### src/design/bdac_pkg.sv
// package for the binary to decimal ascii unit
// shared constants, controller state type and controller/datapath command and status structs
// no dependencies

package bdac_pkg;

    localparam int VALUE_BITS  = 32;
    localparam int NUM_DIGITS  = 10;
    localparam int BCD_BITS    = 4 * NUM_DIGITS;
    localparam int CHAR_BITS   = 6;
    localparam int BIT_CNT_W   = $clog2(VALUE_BITS);
    localparam int DIG_CNT_W   = $clog2(NUM_DIGITS);

    // largest value that fits in the digit buffer, and a compare width that holds it
    localparam int SAT_BITS    = 34;
    localparam int CMP_BITS    = (VALUE_BITS > SAT_BITS) ? VALUE_BITS : SAT_BITS;
    localparam logic [CMP_BITS-1:0] SAT_LIMIT = CMP_BITS'(64'd9999999999);

    localparam logic [CHAR_BITS-1:0] ASCII_ZERO = CHAR_BITS'(48);

    typedef enum logic [2:0] {
        ST_IDLE = 3'b001,
        ST_CONV = 3'b010,
        ST_EMIT = 3'b100
    } state_t;

    typedef struct packed {
        logic load;       // capture a new value, clear the digit buffer
        logic dabble;     // one double-dabble step
        logic shift_dig;  // move the next digit to the top of the buffer
        logic out_load;   // capture the top digit into the output register
        logic out_last;   // flag for the captured digit
    } dp_cmd_t;

    typedef struct packed {
        logic top_zero;   // top digit of the buffer is zero
    } dp_status_t;

endpackage

### src/design/bdac_datapath.sv
// datapath of the binary to decimal ascii unit
// binary shift register, bcd digit buffer and output character register; uses bdac_pkg

module bdac_datapath (
    input  logic                              clk,
    input  logic [bdac_pkg::VALUE_BITS-1:0]   value,
    input  bdac_pkg::dp_cmd_t                 cmd,
    output bdac_pkg::dp_status_t              status,
    output logic [bdac_pkg::CHAR_BITS-1:0]    digit_char,
    output logic                              last
);
    import bdac_pkg::*;

    logic [VALUE_BITS-1:0] bin_reg, bin_next;
    logic [BCD_BITS-1:0]   bcd_reg, bcd_next;
    logic [BCD_BITS-1:0]   bcd_adj;
    logic [CHAR_BITS-1:0]  char_reg, char_next;
    logic                  last_reg, last_next;
    logic [CMP_BITS-1:0]   value_wide;
    logic [3:0]            top_digit;

    assign value_wide = CMP_BITS'(value);
    assign top_digit  = bcd_reg[BCD_BITS-1 -: 4];

    // add three to every digit of five or more before the shift
    always_comb
    begin
        for (int i = 0; i < NUM_DIGITS; i++)
        begin
            if (bcd_reg[4*i +: 4] >= 4'd5)
                bcd_adj[4*i +: 4] = bcd_reg[4*i +: 4] + 4'd3;
            else
                bcd_adj[4*i +: 4] = bcd_reg[4*i +: 4];
        end
    end

    always_comb
    begin
        bin_next  = bin_reg;
        bcd_next  = bcd_reg;
        char_next = char_reg;
        last_next = last_reg;
        if (cmd.load)
        begin
            // values beyond ten digits saturate
            if (value_wide > SAT_LIMIT)
                bin_next = SAT_LIMIT[VALUE_BITS-1:0];
            else
                bin_next = value;
            bcd_next = '0;
        end
        else if (cmd.dabble)
        begin
            bin_next = {bin_reg[VALUE_BITS-2:0], 1'b0};
            bcd_next = {bcd_adj[BCD_BITS-2:0], bin_reg[VALUE_BITS-1]};
        end
        else if (cmd.shift_dig)
        begin
            bcd_next = {bcd_reg[BCD_BITS-5:0], 4'd0};
        end
        if (cmd.out_load)
        begin
            char_next = ASCII_ZERO + CHAR_BITS'(top_digit);
            last_next = cmd.out_last;
        end
    end

    always_ff @(posedge clk)
    begin
        bin_reg  <= bin_next;
        bcd_reg  <= bcd_next;
        char_reg <= char_next;
        last_reg <= last_next;
    end

    assign status.top_zero = (top_digit == 4'd0);
    assign digit_char      = char_reg;
    assign last            = last_reg;

endmodule

### src/design/bdac_ctrl.sv
// controller of the binary to decimal ascii unit
// sequences load, double-dabble steps and digit emission; owns both handshakes; uses bdac_pkg

module bdac_ctrl (
    input  logic                  clk,
    input  logic                  rst_n,
    input  logic                  in_valid,
    output logic                  in_ready,
    output logic                  out_valid,
    input  logic                  out_ready,
    input  bdac_pkg::dp_status_t  status,
    output bdac_pkg::dp_cmd_t     cmd
);
    import bdac_pkg::*;

    state_t                 state_reg, state_next;
    logic [BIT_CNT_W-1:0]   bit_cnt_reg, bit_cnt_next;
    logic [DIG_CNT_W-1:0]   dig_cnt_reg, dig_cnt_next;
    logic                   started_reg, started_next;
    logic                   out_valid_reg, out_valid_next;
    logic                   is_final;
    logic                   out_free;

    assign is_final = (dig_cnt_reg == DIG_CNT_W'(NUM_DIGITS - 1));
    assign out_free = !out_valid_reg || out_ready;

    always_comb
    begin
        state_next   = state_reg;
        bit_cnt_next = bit_cnt_reg;
        dig_cnt_next = dig_cnt_reg;
        started_next = started_reg;
        cmd          = '0;
        in_ready     = 1'b0;
        unique case (state_reg)
            ST_IDLE:
            begin
                in_ready = 1'b1;
                if (in_valid)
                begin
                    cmd.load     = 1'b1;
                    bit_cnt_next = '0;
                    state_next   = ST_CONV;
                end
            end
            ST_CONV:
            begin
                cmd.dabble   = 1'b1;
                bit_cnt_next = bit_cnt_reg + 1'b1;
                if (bit_cnt_reg == BIT_CNT_W'(VALUE_BITS - 1))
                begin
                    dig_cnt_next = '0;
                    started_next = 1'b0;
                    state_next   = ST_EMIT;
                end
            end
            ST_EMIT:
            begin
                if (status.top_zero && !started_reg && !is_final)
                begin
                    // leading zero, drop it
                    cmd.shift_dig = 1'b1;
                    dig_cnt_next  = dig_cnt_reg + 1'b1;
                end
                else if (out_free)
                begin
                    cmd.out_load  = 1'b1;
                    cmd.out_last  = is_final;
                    cmd.shift_dig = 1'b1;
                    started_next  = 1'b1;
                    dig_cnt_next  = dig_cnt_reg + 1'b1;
                    if (is_final)
                        state_next = ST_IDLE;
                end
            end
            default:
            begin
                state_next = ST_IDLE;
            end
        endcase
    end

    always_comb
    begin
        if (cmd.out_load)
            out_valid_next = 1'b1;
        else if (out_ready)
            out_valid_next = 1'b0;
        else
            out_valid_next = out_valid_reg;
    end

    always_ff @(posedge clk or negedge rst_n)
    begin
        if (!rst_n)
        begin
            state_reg     <= ST_IDLE;
            bit_cnt_reg   <= '0;
            dig_cnt_reg   <= '0;
            started_reg   <= 1'b0;
            out_valid_reg <= 1'b0;
        end
        else
        begin
            state_reg     <= state_next;
            bit_cnt_reg   <= bit_cnt_next;
            dig_cnt_reg   <= dig_cnt_next;
            started_reg   <= started_next;
            out_valid_reg <= out_valid_next;
        end
    end

    assign out_valid = out_valid_reg;

endmodule

### src/design/binary_to_decimal_ascii_unit.sv
// Binary to decimal ascii unit: takes one unsigned VALUE_BITS-wide value per item and returns
// its decimal digits as ascii characters '0'..'9', most significant first, leading zeros
// dropped, zero printed as a single '0', and last set on the final digit. Values above
// 9999999999 (possible only when VALUE_BITS exceeds 33) saturate to that number. One item
// is worked at a time: a load step, VALUE_BITS double-dabble steps (one input bit per
// cycle through ten parallel bcd digit adjusters), then one emission step per digit
// position of the buffer, ten in all; a digit that is shown waits while the output stalls.
// The final character sits in the output register while the next item is already
// accepted and converted.
// depends on bdac_pkg, bdac_ctrl and bdac_datapath

module binary_to_decimal_ascii_unit (
    input  logic                              clk,
    input  logic                              rst_n,
    input  logic                              in_valid,
    output logic                              in_ready,
    input  logic [bdac_pkg::VALUE_BITS-1:0]   value,
    output logic                              out_valid,
    input  logic                              out_ready,
    output logic [bdac_pkg::CHAR_BITS-1:0]    digit_char,
    output logic                              last
);
    import bdac_pkg::*;

    // command and status between the sequencer and the datapath
    dp_cmd_t    cmd;
    dp_status_t status;

    // controller: state machine, step and digit counters, output valid flag
    bdac_ctrl u_ctrl (
        .clk       (clk),
        .rst_n     (rst_n),
        .in_valid  (in_valid),
        .in_ready  (in_ready),
        .out_valid (out_valid),
        .out_ready (out_ready),
        .status    (status),
        .cmd       (cmd)
    );

    // datapath: binary shifter, bcd buffer, character register
    bdac_datapath u_dp (
        .clk        (clk),
        .value      (value),
        .cmd        (cmd),
        .status     (status),
        .digit_char (digit_char),
        .last       (last)
    );

    // every character shown is a decimal digit
    a_char_is_digit: assert property (@(posedge clk) disable iff (!rst_n)
        out_valid |-> (digit_char >= ASCII_ZERO) && (digit_char <= ASCII_ZERO + CHAR_BITS'(9)))
        else $error("non-digit character on output");

    // conversion is busy the cycle after an item is taken
    a_busy_after_accept: assert property (@(posedge clk) disable iff (!rst_n)
        (in_valid && in_ready) |=> !in_ready)
        else $error("input ready right after accepting an item");

    // while waiting for an item, any pending character closes the previous run
    a_idle_pending_last: assert property (@(posedge clk) disable iff (!rst_n)
        (in_ready && out_valid) |-> last)
        else $error("idle with a non-final digit still pending");

endmodule
### config.mk
export PLATFORM = sky130hd
export DESIGN_NAME = binary_to_decimal_ascii_unit
export DESIGN_NICKNAME = d
export VERILOG_FILES = /design/src/design/bdac_pkg.sv /design/src/design/bdac_datapath.sv /design/src/design/bdac_ctrl.sv /design/src/design/binary_to_decimal_ascii_unit.sv
export SDC_FILE = /design/constraint.sdc
export NUM_CORES = 1
export LEC_CHECK = 0
export ABC_AREA = 1
export CORE_MARGIN = 1
export CORE_UTILIZATION = 40
export CTS_CLUSTER_DIAMETER = 200
export DETAILED_ROUTE_END_ITERATION = 10
export DONT_BUFFER_PORTS = 1
export PLACE_DENSITY = 0.62
export SYNTH_ARGS = -nofsm -noshare
export SYNTH_HDL_FRONTEND = slang
export SYNTH_SLANG_ARGS = --single-unit
export TNS_END_PERCENT = 1
### constraint.sdc
create_clock -name clk -period 2.8 [get_ports clk]
set_clock_uncertainty 0.1 [all_clocks]
set_input_delay 0.14 -clock clk [delete_from_list [all_inputs] [get_ports clk]]
set_output_delay 0.14 -clock clk [all_outputs]
set_load 0.03 [all_outputs]
==> results.md <==
- The number of warning messages in the yosys log is 0.
- The quantity of I/O buffers inserted on ports is 0.
- The number of distinct library cells after synthesis is 34.
- The tool flagged a number of max-cap violations equal to 0.
- The share of the synthesized area in the top cell type is 0.207.
- The core region is about 0.013 sq mm.
- The synthesized netlist occupies a cell area of roughly 0.0054 sq mm.
- The worst setup path is launched from a flop.
- Using the TritonRoute via totals, the vias-per-cell ratio works out to 4.92.
- The first detailed-routing pass ran for 5 iterations.
- The largest total area in the synthesized netlist belongs to sky130_fd_sc_hd__edfxtp_1.
- In the finished design, the share of the clock period the worst path needs comes to 0.772.
- For the finished layout, the period the worst path requires is roughly 2200 ps.
- The first global-routing pass estimated 20000 um of wire.
- Yosys attributes the largest share of cell area to sky130_fd_sc_hd__edfxtp_1 (21%), sky130_fd_sc_hd__nand2_1 (18%), sky130_fd_sc_hd__dfxtp_1 (15%).
- The number of antenna diodes in the final layout is 0.
- The number of H-tree levels is 3.
- The flow ran to the end, and the final reports show no timing, DRC or antenna violations.
- The aggregate global-route resource usage is 0.175.
- The sequential cell area fraction in the yosys report is 0.421.
- In the final routed layout, each cell accounts on average for about 12 um.
- Static timing analysis puts the maximum clock frequency at around 0.46 GHz.
- Setup repair after global routing left no endpoint under its margin.
- The proportion of synthesized flip-flops having asynchronous set or reset is 0.154.
- In this run the critical register-to-register path is launched from u_dp.bcd_reg[36].
- The area added between synthesis and finish is 12.2%.
- At the end of routability-driven placement, the weighted congestion stood at about 0.85.
- The post-route DRC violation count is 0.
- The flip-flop count of the largest register, all copies and words added is 40.
- The number of filler instances in the final layout is between 1000 and 1500.
- The clock drives 91 sinks.
- The count of final hold-check violations was 0.
- Summing over every cut layer, the via total after detailed routing is approximately 4600.
- The longest clock path from root to sink contains 2 buffers.
- The analysis attributes to net switching a power of 0.00267 W.
- The number of global-route vias before repair came to about 4400.
- The number of endpoints failing setup at the final stage is 0.
- The final count of pins violating max slew is 0.
- The path type of the worst min-delay path is in -> async.
- Of the cells placed in the final design, the portion with a size suffix greater than 1 is 0.0522.
- The most used flip-flop cell after synthesis is sky130_fd_sc_hd__dfxtp_1.
- The leakage power total is 2.95 nW.
- The number of synthesized register bits is around 90.
- On the final layout, the worst hold slack is about 150 ps.
- The proportion of power drawn by flip-flops and latches is 0.392.
- The remaining antenna violation count is 0.
- By instance count, the leading cell after synthesis is sky130_fd_sc_hd__nand2_1.
- The die covers 0.0139 sq mm.
- Synthesis produced a netlist whose cell count is ~740.
- The internal reg-to-reg setup slack is 640 ps.
- The number of gates resized after CTS is 0.
- The number of hold-repair buffers added at the cts stage is 35.
- The x dimension of the die is about 120 um.
- IR analysis of the VDD net gives a maximum drop of about 0.00052 V.
- The floorplan has between 40 and 50 rows.
- Dividing total power by cell area gives a power density of 1040 mW/mm^2.
- At the worst endpoint, the required time is a little under 3000 ps.
- The endpoint identified for the worst register-to-register timing path is u_dp.bcd_reg[28].
- STA puts the critical path data arrival time at 2340 ps.
- The cell count after placement is between 800 and 900.
- The critical path class is reg -> reg.
- The violation count after the first detailed-routing iteration is between 200 and 300.
- The number of cells on the worst reg-to-reg path is 9.
- Post-CTS timing repair inserted 0 buffers for setup.
- The relative slew slack is 0.268.
- The switching share of power is 0.427.
- The initial antenna violation count is 0.
- The clock root buffer is sky130_fd_sc_hd__clkbuf_16.
- After clock tree synthesis, the clock-pin slew on the worst setup and hold paths is 70 ps.
- After the flow finishes, the layout carries non-filler instances totaling 939.
- After routing, the total negative slack on setup checks comes to 0 ps.
- The type of element capturing the critical path is a flop.
- TritonCTS built the clock tree.
- The HPWL reported at the end of detailed placement is about 7500 um.
- The mean instance size in the synthesized netlist is between 7 and 8 sq um.
- The maximum number of pins on one net before global-route repair is between 60 and 70.
- After synthesis, the most frequently instantiated cells are sky130_fd_sc_hd__nand2_1 (256), sky130_fd_sc_hd__inv_1 (83), sky130_fd_sc_hd__nor2_1 (74), sky130_fd_sc_hd__nand3_1 (63), sky130_fd_sc_hd__dfxtp_1 (40).
- The routed wire length is between 10000 and 15000 um.
- The insertion delay to the later sink of the worst-skew pair is between 300 and 400 ps.
- Of the total power, combinational logic draws 0.430.
- The initial standard-cell utilization of the core is 0.418.
- The total global routing overflow is 0.
- Of the total power, the clock network draws 0.178.
- The number of buffers added by the clock tree synthesis step is 9.
- The number of enable-type register cells in the synthesized netlist is 37.
- In this run the worst path has a maximum fanout of 25.
- The slew at the pin closest to its max-slew limit is 1100 ps.
- The height of the chip is ~120 um.
- The layout net count is between 800 and 900.
- Pin placement for this block handled between 40 and 50 I/O pins.
- Cell internal power was estimated by the tool at around 0.0036 W.
## worst max-delay path, stage by stage (launching register included)
cell and delay (ps):
sky130_fd_sc_hd__dfxtp_1 420, sky130_fd_sc_hd__inv_1 110, sky130_fd_sc_hd__ha_1 240, sky130_fd_sc_hd__nand2_1 80, sky130_fd_sc_hd__nor2_2 60, sky130_fd_sc_hd__nand3_4 130
sky130_fd_sc_hd__nand3_4 300, sky130_fd_sc_hd__inv_2 420, sky130_fd_sc_hd__nor2_1 100, sky130_fd_sc_hd__nor2_1 120
## cells in the final DEF, fill, tap and decap left out
cell                            instances
sky130_fd_sc_hd__nand2_1              256
sky130_fd_sc_hd__inv_1                 83
sky130_fd_sc_hd__nor2_1                74
sky130_fd_sc_hd__nand3_1               63
sky130_fd_sc_hd__dfxtp_1               40
sky130_fd_sc_hd__edfxtp_1              37
sky130_fd_sc_hd__dlygate4sd3_1         35
sky130_fd_sc_hd__o21ai_0               28
sky130_fd_sc_hd__nand4_1               25
sky130_fd_sc_hd__ha_1                  25
sky130_fd_sc_hd__o21ai_1               13
sky130_fd_sc_hd__dfrtp_1               13
sky130_fd_sc_hd__a21oi_1               10
sky130_fd_sc_hd__clkbuf_16              9
sky130_fd_sc_hd__inv_2                  8
sky130_fd_sc_hd__a22oi_1                6
sky130_fd_sc_hd__o211ai_1               6
sky130_fd_sc_hd__buf_4                  6
sky130_fd_sc_hd__nor2_2                 3
sky130_fd_sc_hd__clkinv_1               3
sky130_fd_sc_hd__nand2_2                2
sky130_fd_sc_hd__xor2_1                 2
sky130_fd_sc_hd__a22o_1                 2
sky130_fd_sc_hd__o22ai_1                2
sky130_fd_sc_hd__nand3_2                2
sky130_fd_sc_hd__nand3_4                2
sky130_fd_sc_hd__conb_1                 2
sky130_fd_sc_hd__clkinvlp_4             2
sky130_fd_sc_hd__a21oi_2                1
sky130_fd_sc_hd__nand3b_1               1
sky130_fd_sc_hd__and2_1                 1
sky130_fd_sc_hd__or2_2                  1
sky130_fd_sc_hd__nor2_4                 1
sky130_fd_sc_hd__clkinv_4               1
sky130_fd_sc_hd__inv_6                  1
sky130_fd_sc_hd__dfstp_2                1
## cell type report
| type | count | area, sq um | share of cell area |
|---|---|---|---|
| clock buffer | 9 | 225 | 0.0373 |
| inverter | 91 | 342 | 0.0566 |
| timing repair buffer | 41 | 395 | 0.0655 |
| clock inverter | 7 | 43.8 | 0.00726 |
| sequential | 91 | 2260 | 0.375 |
| multi-input combinational | 528 | 2550 | 0.423 |
| tap | 172 | 215 | 0.0357 |
## power by group through the flow
stage | Combinational, W | Clock, W | Sequential [W]
floorplan | 0.00228 | 0 | 0.00235
global placement | 0.00254 | 0 | 0.00246
detailed placement | 0.00264 | 0 | 0.00247
CTS | 0.00270 | 0.00114 | 0.00245
global route | 0.00315 | 0.00119 | 0.00253
finish | 0.00270 | 0.00111 | 0.00246
## layer usage
| metal | GRT usage | wire (um) |
|---|---|---|
| met4 | 0.0681 | 148 |
| met5 | 0 | 0 |
| met2 | 0.296 | 5400 |
| met1 | 0.223 | 5650 |
| met3 | 0.0281 | 371 |
## cell families (layout without fill, tap and decap cells)
group,Yosys count,after routing,synth area share
AO/OA/AOI/OAI,68,68,0.0714
AND/OR/NAND/NOR,431,431,0.340
flip-flops,91,91,0.421
buffers and inverters,119,148,0.106
XOR/XNOR,2,2,0.00326
other,1,2,0.000697
adder cells (fa/ha/maj),25,25,0.0582
## metrics by stage
stage          utilization  total power [W]  setup WS (ps)  area, sq um
6_report             0.469          0.00627            640         6030
5_1_grt              0.469          0.00687            401         6030
4_1_cts              0.469          0.00629            625         6030
3_5_place_dp         0.421          0.00511            648         5420
3_3_place_gp         0.421          0.00499            697         5420
2_1_floorplan            -          0.00464           1040         5380
## worst max path at each step
stage / depth (start not counted) / start / slack [ps] / end
after floorplan: 6 / u_ctrl.state_reg[2] / 1040 / u_dp.bin_reg[0]
after global placement: 9 / u_dp.bcd_reg[36] / 700 / u_dp.bcd_reg[20]
after detailed placement: 9 / u_dp.bcd_reg[36] / 650 / u_dp.bcd_reg[16]
after CTS: 9 / u_dp.bcd_reg[36] / 620 / u_dp.bcd_reg[34]
after global routing: 6 / u_ctrl.state_reg[2] / 400 / u_dp.bcd_reg[34]
final: 9 / u_dp.bcd_reg[36] / 640 / u_dp.bcd_reg[28]
No activity file was read; power rests on OpenSTA's default activity.
